--- config.mk ---
export PLATFORM = sky130hd
export DESIGN_NAME = rgb888_image_blit_alpha1_unpack
export DESIGN_NICKNAME = d
export VERILOG_FILES = /design/src/hw/rtl/rgbblit_pkg.sv /design/src/hw/rtl/rgb888_image_blit_alpha1_unpack.sv
export SDC_FILE = /design/constraint.sdc
export NUM_CORES = 2
export LEC_CHECK = 0
export ABC_AREA = 1
export CAP_MARGIN = 30
export CELL_PAD_IN_SITES_DETAIL_PLACEMENT = 0
export CELL_PAD_IN_SITES_GLOBAL_PLACEMENT = 1
export CORE_AREA = 2 2 289 291
export DETAILED_ROUTE_END_ITERATION = 6
export DIE_AREA = 0 0 291 293
export DONT_BUFFER_PORTS = 1
export PLACE_DENSITY_LB_ADDON = 0.1
export SYNTH_ARGS = -nofsm -noshare
export SYNTH_HDL_FRONTEND = slang
export SYNTH_SLANG_ARGS = --single-unit
--- constraint.sdc ---
create_clock -name aclk -period 54.2 [get_ports aclk]
set_clock_uncertainty 0.1 [all_clocks]
set_input_delay 5.42 -clock aclk [delete_from_list [all_inputs] [get_ports aclk]]
set_output_delay 5.42 -clock aclk [all_outputs]
set_load 0.02 [all_outputs]
--- src/hw/rtl/rgbblit_pkg.sv ---
`timescale 1ns / 1ps
`default_nettype none

package rgbblit_pkg;

    // Configuration port geometry.
    localparam int CFG_ADDR_BITS = 3;
    localparam int CFG_DATA_BITS = 32;

    // Register indexes on the configuration port.
    localparam logic [CFG_ADDR_BITS-1:0] REG_POS_X       = 3'd0;
    localparam logic [CFG_ADDR_BITS-1:0] REG_POS_Y       = 3'd1;
    localparam logic [CFG_ADDR_BITS-1:0] REG_IMAGE_SIZE  = 3'd2;
    localparam logic [CFG_ADDR_BITS-1:0] REG_CLIP_LEFT   = 3'd3;
    localparam logic [CFG_ADDR_BITS-1:0] REG_CLIP_TOP    = 3'd4;
    localparam logic [CFG_ADDR_BITS-1:0] REG_CLIP_RIGHT  = 3'd5;
    localparam logic [CFG_ADDR_BITS-1:0] REG_CLIP_BOTTOM = 3'd6;
    localparam logic [CFG_ADDR_BITS-1:0] REG_ALPHA_MODE  = 3'd7;

    // Stream geometry.
    localparam int BYTE_BITS   = 8;
    localparam int COLOR_BITS  = 24;
    localparam int INDEX_BITS  = 16;
    localparam int COUNT_BITS  = 5;
    localparam int OUT_DATA_BITS = 56;
    localparam int OUT_USER_BITS = 2;

    // Reset values of the configuration registers.
    localparam logic [31:0] IMAGE_SIZE_RESET = 32'h0001_0001;
    localparam logic [15:0] CLIP_MAX_RESET   = 16'h7FFF;

    // One result beat as held in the output buffer.
    typedef struct packed {
        logic [15:0]           x;
        logic [15:0]           y;
        logic [COLOR_BITS-1:0] rgb;
        logic                  wr;
        logic                  done;
        logic                  last;
    } res_t;

endpackage

`default_nettype wire

--- src/hw/rtl/rgb888_image_blit_alpha1_unpack.sv ---
`timescale 1ns / 1ps
`default_nettype none

// RGB888 image blit unpacker. Image bytes enter on the s_ side, one per beat, and
// the block emits clipped pixel writes (screen x, y, color) on the m_ side. In plain
// mode three bytes form a pixel; in alpha mode each pixel is an alpha bit optionally
// followed by 24 color bits, LSB first across the whole image. A beat is sent for
// every opaque pixel inside the clip rectangle and always for the final pixel
// (image_done set), after which the rest of that byte is dropped and the next byte
// starts a new image. The block takes one byte per clock unless back-pressure stalls
// it; all eight bits of a byte are resolved in one pass between the input register
// and the event register, so the column/row walker is the longest path. A byte yields
// at most two result beats, sent one per clock while m_tready is high; a byte passes
// the input register, the event register and the output buffer in that order.
// Configuration may only be written while the block is idle.
module rgb888_image_blit_alpha1_unpack #(
    parameter int COORD_BITS = 16
) (
    input  wire logic                                   aclk,
    input  wire logic                                   aresetn,
    // Input stream: tdata = stream_byte[7:0].
    input  wire logic [rgbblit_pkg::BYTE_BITS-1:0]      s_tdata,
    input  wire logic                                   s_tvalid,
    output logic                                        s_tready,
    // Result stream: tdata = pixel_x[15:0], pixel_y[31:16], pixel_rgb[55:32].
    output logic [rgbblit_pkg::OUT_DATA_BITS-1:0]       m_tdata,
    // tuser = write_pixel[0], image_done[1].
    output logic [rgbblit_pkg::OUT_USER_BITS-1:0]       m_tuser,
    output logic                                        m_tlast,
    output logic                                        m_tvalid,
    input  wire logic                                   m_tready,
    // Configuration write port.
    input  wire logic                                   cfg_we,
    input  wire logic [rgbblit_pkg::CFG_ADDR_BITS-1:0]  cfg_addr,
    input  wire logic [rgbblit_pkg::CFG_DATA_BITS-1:0]  cfg_wdata
);

    import rgbblit_pkg::*;

    // Width used for screen arithmetic and clip compares.
    localparam int SUMW = (COORD_BITS > 16) ? COORD_BITS : 16;

    // Configuration registers.
    logic signed [15:0] pos_x_reg, pos_y_reg;
    logic        [31:0] image_size_reg;
    logic signed [15:0] clip_left_reg, clip_top_reg, clip_right_reg, clip_bottom_reg;
    logic               alpha_mode_reg;

    // Unpacker state.
    logic                  exp_reg, exp_next;
    logic [COUNT_BITS-1:0] cnt_reg, cnt_next;
    logic [COLOR_BITS-1:0] bits_reg, bits_next;
    logic [INDEX_BITS-1:0] col_reg, col_next;
    logic [INDEX_BITS-1:0] row_reg, row_next;

    // Input register.
    logic                 v0_reg;
    logic [BYTE_BITS-1:0] byte0_reg;

    // Event register: opaque finish (a) and transparent final (b).
    logic                  v1_reg;
    logic                  a_hit_reg, a_hit_next;
    logic [INDEX_BITS-1:0] a_col_reg, a_col_next, a_row_reg, a_row_next;
    logic [COLOR_BITS-1:0] a_rgb_reg, a_rgb_next;
    logic                  a_fin_reg, a_fin_next;
    logic                  b_hit_reg, b_hit_next;
    logic [INDEX_BITS-1:0] b_col_reg, b_col_next, b_row_reg, b_row_next;

    // Output buffer: slot a goes out before slot b.
    logic        ova_reg, ovb_reg;
    res_t        resa_reg, resa_next;
    logic [15:0] bx_reg, by_reg;

    // Handshake controls.
    logic s2_free, s1_adv, s1_ready, s2_load, take_a, take_b, proc_en;

    // Image geometry.
    logic [INDEX_BITS-1:0] img_w, img_h, w_m1, h_m1;
    logic                  img_empty;

    // Bit walker working variables.
    logic                  st_exp, st_stop, fin, fin_opaque, row_end, at_final;
    logic [COUNT_BITS-1:0] st_cnt;
    logic [COLOR_BITS-1:0] st_bits;
    logic [INDEX_BITS-1:0] st_col, st_row;

    // Coordinates and clip for the event register contents.
    logic signed [SUMW-1:0] ax, ay, bx, by;
    logic                   a_inside, a_emit;

    function automatic logic signed [SUMW-1:0] screen_coord(
        input logic signed [15:0]           base,
        input logic        [INDEX_BITS-1:0] idx
    );
        logic [SUMW-1:0] sum;
        sum = SUMW'(base) + SUMW'(idx);
        return SUMW'($signed(sum[COORD_BITS-1:0]));
    endfunction

    assign img_w     = image_size_reg[15:0];
    assign img_h     = image_size_reg[31:16];
    assign w_m1      = img_w - 16'd1;
    assign h_m1      = img_h - 16'd1;
    assign img_empty = (img_w == '0) || (img_h == '0);

    // Configuration writes.
    always_ff @(posedge aclk) begin
        if (!aresetn) begin
            pos_x_reg       <= '0;
            pos_y_reg       <= '0;
            image_size_reg  <= IMAGE_SIZE_RESET;
            clip_left_reg   <= '0;
            clip_top_reg    <= '0;
            clip_right_reg  <= CLIP_MAX_RESET;
            clip_bottom_reg <= CLIP_MAX_RESET;
            alpha_mode_reg  <= 1'b0;
        end else if (cfg_we) begin
            case (cfg_addr)
                REG_POS_X:       pos_x_reg       <= cfg_wdata[15:0];
                REG_POS_Y:       pos_y_reg       <= cfg_wdata[15:0];
                REG_IMAGE_SIZE:  image_size_reg  <= cfg_wdata[31:0];
                REG_CLIP_LEFT:   clip_left_reg   <= cfg_wdata[15:0];
                REG_CLIP_TOP:    clip_top_reg    <= cfg_wdata[15:0];
                REG_CLIP_RIGHT:  clip_right_reg  <= cfg_wdata[15:0];
                REG_CLIP_BOTTOM: clip_bottom_reg <= cfg_wdata[15:0];
                REG_ALPHA_MODE:  alpha_mode_reg  <= cfg_wdata[0];
                default: ;
            endcase
        end
    end

    // Pipeline flow control.
    assign take_a   = m_tready && ova_reg;
    assign take_b   = m_tready && !ova_reg && ovb_reg;
    assign s2_free  = (!ova_reg && !ovb_reg) || (m_tready && (ova_reg ^ ovb_reg));
    assign s1_adv   = v1_reg && (s2_free || !(a_emit || b_hit_reg));
    assign s2_load  = s1_adv && s2_free;
    assign s1_ready = !v1_reg || s1_adv;
    assign s_tready = !v0_reg || s1_ready;
    assign proc_en  = v0_reg && s1_ready && !img_empty;

    // Walk the eight bits of the held byte. The color bits shift in from the top,
    // so after 24 color bits the first one sits in bit 0.
    always_comb begin
        st_exp     = exp_reg;
        st_cnt     = cnt_reg;
        st_bits    = bits_reg;
        st_col     = col_reg;
        st_row     = row_reg;
        st_stop    = 1'b0;
        fin        = 1'b0;
        fin_opaque = 1'b0;
        row_end    = 1'b0;
        at_final   = 1'b0;
        a_hit_next = 1'b0;
        a_col_next = col_reg;
        a_row_next = row_reg;
        a_rgb_next = bits_reg;
        a_fin_next = 1'b0;
        b_hit_next = 1'b0;
        b_col_next = col_reg;
        b_row_next = row_reg;
        for (int i = 0; i < BYTE_BITS; i++) begin
            fin        = 1'b0;
            fin_opaque = 1'b0;
            if (!st_stop) begin
                if (alpha_mode_reg && !st_exp) begin
                    if (byte0_reg[i]) begin
                        st_exp = 1'b1;
                        st_cnt = '0;
                    end else begin
                        fin = 1'b1;
                    end
                end else begin
                    st_bits = {byte0_reg[i], st_bits[COLOR_BITS-1:1]};
                    if (st_cnt == COUNT_BITS'(COLOR_BITS - 1)) begin
                        st_cnt     = '0;
                        st_exp     = 1'b0;
                        fin        = 1'b1;
                        fin_opaque = 1'b1;
                    end else begin
                        st_cnt = st_cnt + COUNT_BITS'(1);
                    end
                end
            end
            row_end  = (st_col >= w_m1);
            at_final = row_end && (st_row >= h_m1);
            if (fin) begin
                if (fin_opaque) begin
                    a_hit_next = 1'b1;
                    a_col_next = st_col;
                    a_row_next = st_row;
                    a_rgb_next = st_bits;
                    a_fin_next = at_final;
                end else if (at_final) begin
                    b_hit_next = 1'b1;
                    b_col_next = st_col;
                    b_row_next = st_row;
                end
                // Final pixel rearms; otherwise step the column or wrap the row.
                if (at_final) begin
                    st_cnt  = '0;
                    st_exp  = 1'b0;
                    st_col  = '0;
                    st_row  = '0;
                    st_stop = 1'b1;
                end else if (row_end) begin
                    st_col = '0;
                    st_row = st_row + INDEX_BITS'(1);
                end else begin
                    st_col = st_col + INDEX_BITS'(1);
                end
            end
        end
        exp_next  = st_exp;
        cnt_next  = st_cnt;
        bits_next = st_bits;
        col_next  = st_col;
        row_next  = st_row;
    end

    // Input register.
    always_ff @(posedge aclk) begin
        if (!aresetn) begin
            v0_reg <= 1'b0;
        end else if (s_tready) begin
            v0_reg <= s_tvalid;
        end
        if (s_tready) begin
            byte0_reg <= s_tdata;
        end
    end

    // Unpacker state and event register.
    always_ff @(posedge aclk) begin
        if (!aresetn) begin
            exp_reg <= 1'b0;
            cnt_reg <= '0;
            col_reg <= '0;
            row_reg <= '0;
            v1_reg  <= 1'b0;
        end else begin
            if (proc_en) begin
                exp_reg <= exp_next;
                cnt_reg <= cnt_next;
                col_reg <= col_next;
                row_reg <= row_next;
            end
            if (s1_ready) begin
                v1_reg <= v0_reg;
            end
        end
        if (proc_en) begin
            bits_reg <= bits_next;
        end
        if (s1_ready) begin
            a_hit_reg <= a_hit_next && !img_empty;
            a_col_reg <= a_col_next;
            a_row_reg <= a_row_next;
            a_rgb_reg <= a_rgb_next;
            a_fin_reg <= a_fin_next;
            b_hit_reg <= b_hit_next && !img_empty;
            b_col_reg <= b_col_next;
            b_row_reg <= b_row_next;
        end
    end

    // Screen coordinates and clip test of the held events.
    always_comb begin
        ax       = screen_coord(pos_x_reg, a_col_reg);
        ay       = screen_coord(pos_y_reg, a_row_reg);
        bx       = screen_coord(pos_x_reg, b_col_reg);
        by       = screen_coord(pos_y_reg, b_row_reg);
        a_inside = (ax >= SUMW'(clip_left_reg)) && (ax <= SUMW'(clip_right_reg)) &&
                   (ay >= SUMW'(clip_top_reg))  && (ay <= SUMW'(clip_bottom_reg));
        a_emit   = a_hit_reg && (a_inside || a_fin_reg);
        resa_next.x    = ax[15:0];
        resa_next.y    = ay[15:0];
        resa_next.rgb  = a_inside ? a_rgb_reg : '0;
        resa_next.wr   = a_inside;
        resa_next.done = a_fin_reg;
        resa_next.last = !b_hit_reg;
    end

    // Output buffer.
    always_ff @(posedge aclk) begin
        if (!aresetn) begin
            ova_reg <= 1'b0;
            ovb_reg <= 1'b0;
        end else if (s2_load) begin
            ova_reg <= a_emit;
            ovb_reg <= b_hit_reg;
        end else begin
            if (take_a) begin
                ova_reg <= 1'b0;
            end
            if (take_b) begin
                ovb_reg <= 1'b0;
            end
        end
        if (s2_load) begin
            resa_reg <= resa_next;
            bx_reg   <= bx[15:0];
            by_reg   <= by[15:0];
        end
    end

    // Result port: slot a first, then the final transparent pixel in slot b.
    assign m_tvalid = ova_reg || ovb_reg;
    always_comb begin
        if (ova_reg) begin
            m_tdata = {resa_reg.rgb, resa_reg.y, resa_reg.x};
            m_tuser = {resa_reg.done, resa_reg.wr};
            m_tlast = resa_reg.last;
        end else begin
            m_tdata = {{COLOR_BITS{1'b0}}, by_reg, bx_reg};
            m_tuser = {1'b1, 1'b0};
            m_tlast = 1'b1;
        end
    end

endmodule

`default_nettype wire

# Yosys cells after proc, flatten, opt, wreduce, memory -nomap -nowiden
# Cells that the tools add are included.
# word_totals
reg_bits	385
latchBits	0
mem_bits_rw	0
romBits	0
output_inout_bits	61
word_cells	532
memories	0
# op_classes
addsub	30
mul	0
div_mod_pow	0
magnitude_cmp	20
eq_ne	15
n_shift	0
n_mux	365
bitwise_logic	1
n_reduce_logical	67
# ops
operator	n
$mux W16	118
$mux W24	31
$ge A16 B16 Y1	18
$add A16 B1 Y16 const B	16
$mux W5	47
$mux W1	167
$add A16 B16 Y16	4
$mux W56	1
$add A5 B1 Y5 const B	8
$eq A5 B5 Y1 const B	8
$le A16 B16 Y1	2
$logic_not A16 Y1	2
$sub A16 B1 Y16 const B	2
$logic_and A1 B1 Y1	31
$reduce_and A2 Y1	8
$logic_not A1 Y1	15
$eq A3 B3 Y1 const B	4
$logic_or A1 B1 Y1	8
$eq A3 B2 Y1 const B	2
$reduce_bool A2 Y1	2
$eq A3 B1 Y1 const B	1
$logic_not A3 Y1	1
$mux W2	1
$xor A1 B1 Y1	1

# Logic depth before layout (Yosys ltp)
# logic_depth
word_depth	48
ltp_mapped	174

# Worst setup path after synthesis
# OpenSTA, ideal clock, no wires.
# synth_path
path_kind	register -> register
from	reg image_size_reg[0]
to	reg b_row_reg[3] (data pin)
arrival_time_ns	17.504
required_ns	53.842
slack_ns	36.337
path_stages_with_launch	172
path_cell_list	dfxtp_1 > inv_1 > nand2_1 > nor3_1 > nand3_1 > nor2_1 > nand3_1 > nor4_1 > xor2_1 > ha_1 > nand2_1 > inv_1 > nand3_1 > nor2_1 > nand4_1 > nor2_2 > nor2_4 > nand2_1 > [... 136 more ...] > o21bai_1 > a21oi_1 > o21bai_1 > a21oi_1 > o21bai_1 > o21ai_0 > inv_1 > nand2_1 > nand2_1 > nand2_1 > nand2_2 > nand2_4 > inv_4 > nand3_4 > inv_2 > buf_2 > nand3_1 > o21ai_1
# synth_via
elab_chain_len	47
# synth_lines
element	line_no	text
start, declared	rgb888_image_blit_alpha1_unpack.sv:45	logic [31:0] image_size_reg;
start signal, assigned	rgb888_image_blit_alpha1_unpack.sv:121	REG_IMAGE_SIZE: image_size_reg <= cfg_wdata[31:0];
$sub A16 B1 Y16 *	rgb888_image_blit_alpha1_unpack.sv:102	assign w_m1 = img_w - 16'd1;
parallel branches: the longest is 45 deep, another holds $ge A16 B16 Y1	-	
$mux W16 *	rgb888_image_blit_alpha1_unpack.sv:188	if (fin) begin
named net b_row_next[3]	rgb888_image_blit_alpha1_unpack.sv:67	logic [INDEX_BITS-1:0] b_col_reg, b_col_next, b_row_reg, b_row_next;
end signal, assigned	rgb888_image_blit_alpha1_unpack.sv:264	b_row_reg <= b_row_next;
end, declared	rgb888_image_blit_alpha1_unpack.sv:67	
# Mark *: on every way through the listed nets, which the timed path passes.
# A chain may end at the register's enable or synchronous reset.

# Final worst setup path
# layout_path
from	reg image_size_reg[2]
to	reg b_row_reg[3] (data pin)
# Same word-level chain as after synthesis.

==> metrics.yaml <==
job:
  drv_cap: 0
finish:
  design_area_sq_mm: 0.0431
  finish.utilization_pct: 52.7
  syn2layout_area_growth_pct: 5.64
  antenna_cells: 0
  fillers: 8454
  largest_register_ffs: 59
  drive_above_1_share_pct: 5.99
  nets: 6524
worst_setup_path:
  startpoint_type: "flip-flop"
  cpMostUsedCell: "nand2_1"
  slowest_delay_ps: 830
  slowest_stage: "nand2_1"
  cp.arrival_ps: 23990
  crit_fanout: 49
  path_class: "flip-flop to flip-flop"
  cp_data_required_time_ps: 54410
  endpoint_kind: "flip-flop"
yosys:
  synth.net_count: 6646
  synthArstFlopShare_pct: 0
  yosysWarningCount: 0
  syn-cell-area_sq_mm: 0.0408
  synth_ff_type: "edfxtp_1"
  synth_edf_count: 214
  synth.distinct_cells: 72
  syn_area_per_cell_sq_um: 6.58
  synth-seq-area-share_pct: 24.1
  ys_ff_latch: 385
  netlist_instances: 6203
placed_design:
  placed_area_sq_mm: 0.0417
  port_buffers: 0
  pre_cts_ws_ps: 30790
  globalplace.congestion: 1.01
  place_hpwl_mm: 122
cts:
  clockRootBuffer: "clkbuf_16"
  postCtsHoldBufs: 0
  cts_resized: 0
  cts_setup_buffers: 0
  path_clk_slew_ps: 60
  h-tree-depth: 2
  numCtsBuffers: 42
  cts_tree: "yes"
  clockBufferDepth: 3
  cts.sinks: 385
  clk_latency_ps: 600
global_routing:
  antenna_found_initial: 3
  grt_usage_pct: 35.7
  grt_pass1_vias: 37397
  grt_overflow_total: 0
  grt_pass1_wl_mm: 234
  grt_start_max_net_pins: 131
detailed_routing:
  drcViolationCount: 0
  route.vias.total: 41587
  drt_iter0_drc: 4136
  totalWireLength_mm: 156
  wl_per_cell_microns: 21.7
  drt_pass1_iterations: 6
  vias_per_cell: 5.79
  antenna_left: 0
timing:
  slew_headroom_pct: 35.9
  fin_ws_ps: 30420
  tns_ps: 0
  max_freq_ghz: 0.0421
  report.final.hold_viol_count: 0
  rsz0062_at_grt: "false"
  slew_viol_final: 0
  worst_slew_pin_slew_ps: 951
  finalCritPeriodShare_pct: 43.9
  finalSetupViolCount: 0
  min_period_ps: 23780
pwr:
  p_per_area_mw_per_mm2: 27.8
  p_clk_share_pct: 25.2
  p_sw_share_pct: 43.8
  power_leakage_nw: 21.0
  p_sw_w: 0.000526
  finalPower_w: 0.00120
  share_comb_of_total_power_pct: 44.6
  power_frac_seq_pct: 30.2
  p_int_w: 0.000674
  ir_drop_mv: 0.0229
run_status:
  status: "completed"
hold_path:
  hp-class: "flip-flop to flip-flop"
die:
  die_h_microns: 293
  die_area_sq_mm: 0.0853
  die_x_microns: 291
  core_sq_mm: 0.0818
  num_rows: 105
  start_util_pct: 49.9
  ios: 109
critical path, delay by kind of cell, from the launching register on:
| kind | cells | cell delay (ps) |
|---|---|---|
| adders and majority gates | 7 | 1820 |
| xor gates and xnor gates | 1 | 190 |
| AOI/OAI and AO/OA | 41 | 6200 |
| DFF | 1 | 350 |
| buffers and inverters | 21 | 3060 |
| and+or+nand+nor | 56 | 11590 |
stage by stage:
step | std cells | hold slack [ps]
after floorplan | 6203 | 321
after global placement | 7103 | 348
after detailed placement | 7106 | 351
after CTS | 7184 | 362
after global routing | 7185 | 379
final | 7185 | 360
area by class of cell:
type / instances / area (sq um) / share of cell area, %
inverters: 872 / 3280 / 7.61
well taps: 1070 / 1340 / 3.10
clock buffers: 49 / 1110 / 2.57
flip-flops and latches: 385 / 9850 / 22.8
multi-input cells: 4711 / 26700 / 61.8
repair buffers: 69 / 571 / 1.32
clock inverters: 29 / 318 / 0.737
final timing paths:
check / startpoint / end / slack (ps) / depth (start not counted)
worst max-delay path: image_size_reg[2] / b_row_reg[3] / 30420 / 126
worst min-delay path: clip_left_reg[12] / clip_left_reg[12] / 360 / 2
worst min register to register: clip_left_reg[12] / clip_left_reg[12] / 360 / 2
worst max register to register: image_size_reg[2] / b_row_reg[3] / 30420 / 126
kinds of logic (layout without fill, tap and decap cells):
family	after synthesis	count (layout)	share of synthesized area (%)
AND/OR/NAND/NOR	2791	2791	29.7
AO/OA/AOI/OAI	1335	1335	19.1
buffers and inverters	1107	1019	10.7
adder cells (fa/ha/maj)	395	395	12.2
flip-flops	385	385	24.1
XOR/XNOR	136	136	2.92
multiplexers	54	54	1.32
cell usage in the layout (no fill, tap or decap), types with 9 or more instances in the layout:
| cell type | count |
|---|---|
| buf_4 | 65 |
| clkinv_1 | 12 |
| nor2_1 | 583 |
| nand2_4 | 20 |
| dfxtp_1 | 170 |
| o22ai_1 | 14 |
| mux2i_1 | 54 |
| xnor2_1 | 20 |
| edfxtp_1 | 214 |
| a21oi_2 | 9 |
| o211ai_1 | 229 |
| nor2_4 | 17 |
| nand2_1 | 1497 |
| nand3_2 | 21 |
| inv_1 | 821 |
| a211oi_1 | 22 |
| nor3_1 | 56 |
| a21oi_1 | 295 |
| nor4_1 | 14 |
| a31oi_1 | 10 |
| o21ai_0 | 566 |
| clkbuf_16 | 43 |
| o21a_1 | 20 |
| nand3_1 | 347 |
| o21bai_1 | 45 |
| inv_2 | 40 |
| o21ai_1 | 62 |
| xor2_1 | 116 |
| nand2_2 | 32 |
| nand4_1 | 115 |
| ha_1 | 391 |
| a21o_1 | 13 |
| nor2_2 | 48 |
power by group through the flow:
stage | logic, W | registers (W) | clock network [W]
final | 0.000535 | 0.000362 | 0.000302
after global routing | 0.000593 | 0.000364 | 0.000317
after CTS | 0.000523 | 0.000361 | 0.000307
after detailed placement | 0.000520 | 0.000367 | 0
after global placement | 0.000516 | 0.000367 | 0
after floorplan | 0.000372 | 0.000358 | 0
layer usage:
layer / wire length [microns] / GRT usage [%] / vias up
met3: 15900 / 6.80 / 232
met5: 46 / 0 / -
met1: 72500 / 53.1 / 19023
li1: - / - / 20483
met2: 63200 / 51.7 / 1843
met4: 4630 / 10.5 / 6
cells in the mapped netlist, drive strengths merged (3+ instances only):
library cell	instances	area, sq um
nand2	1549	6040
inv	864	3250
nor2	650	2680
o21ai	633	3190
ha	391	4890
nand3	373	2020
a21oi	309	1640
o211ai	230	1730
edfxtp	214	6430
clkbuf	171	643
dfxtp	171	3420
nand4	118	774
xor2	116	1020
buf	64	453
nor3	63	345
mux2i	54	541
o21bai	45	338
a211oi	22	165
o21a	20	150
xnor2	20	175
nor4	14	87.6
o22ai	14	87.6
a21o	13	97.6
a21boi	12	97.6
a31oi	10	62.6
clkinv	8	30.0
nand3b	8	60.1
or2	7	43.8
a22oi	5	37.5
fa	4	80.1
o2111ai	4	35.0
a2111oi	3	26.3
and3	3	18.8
o221ai	3	26.3
o31ai	3	22.5
Note: power is estimated with default switching activity, not from simulation.
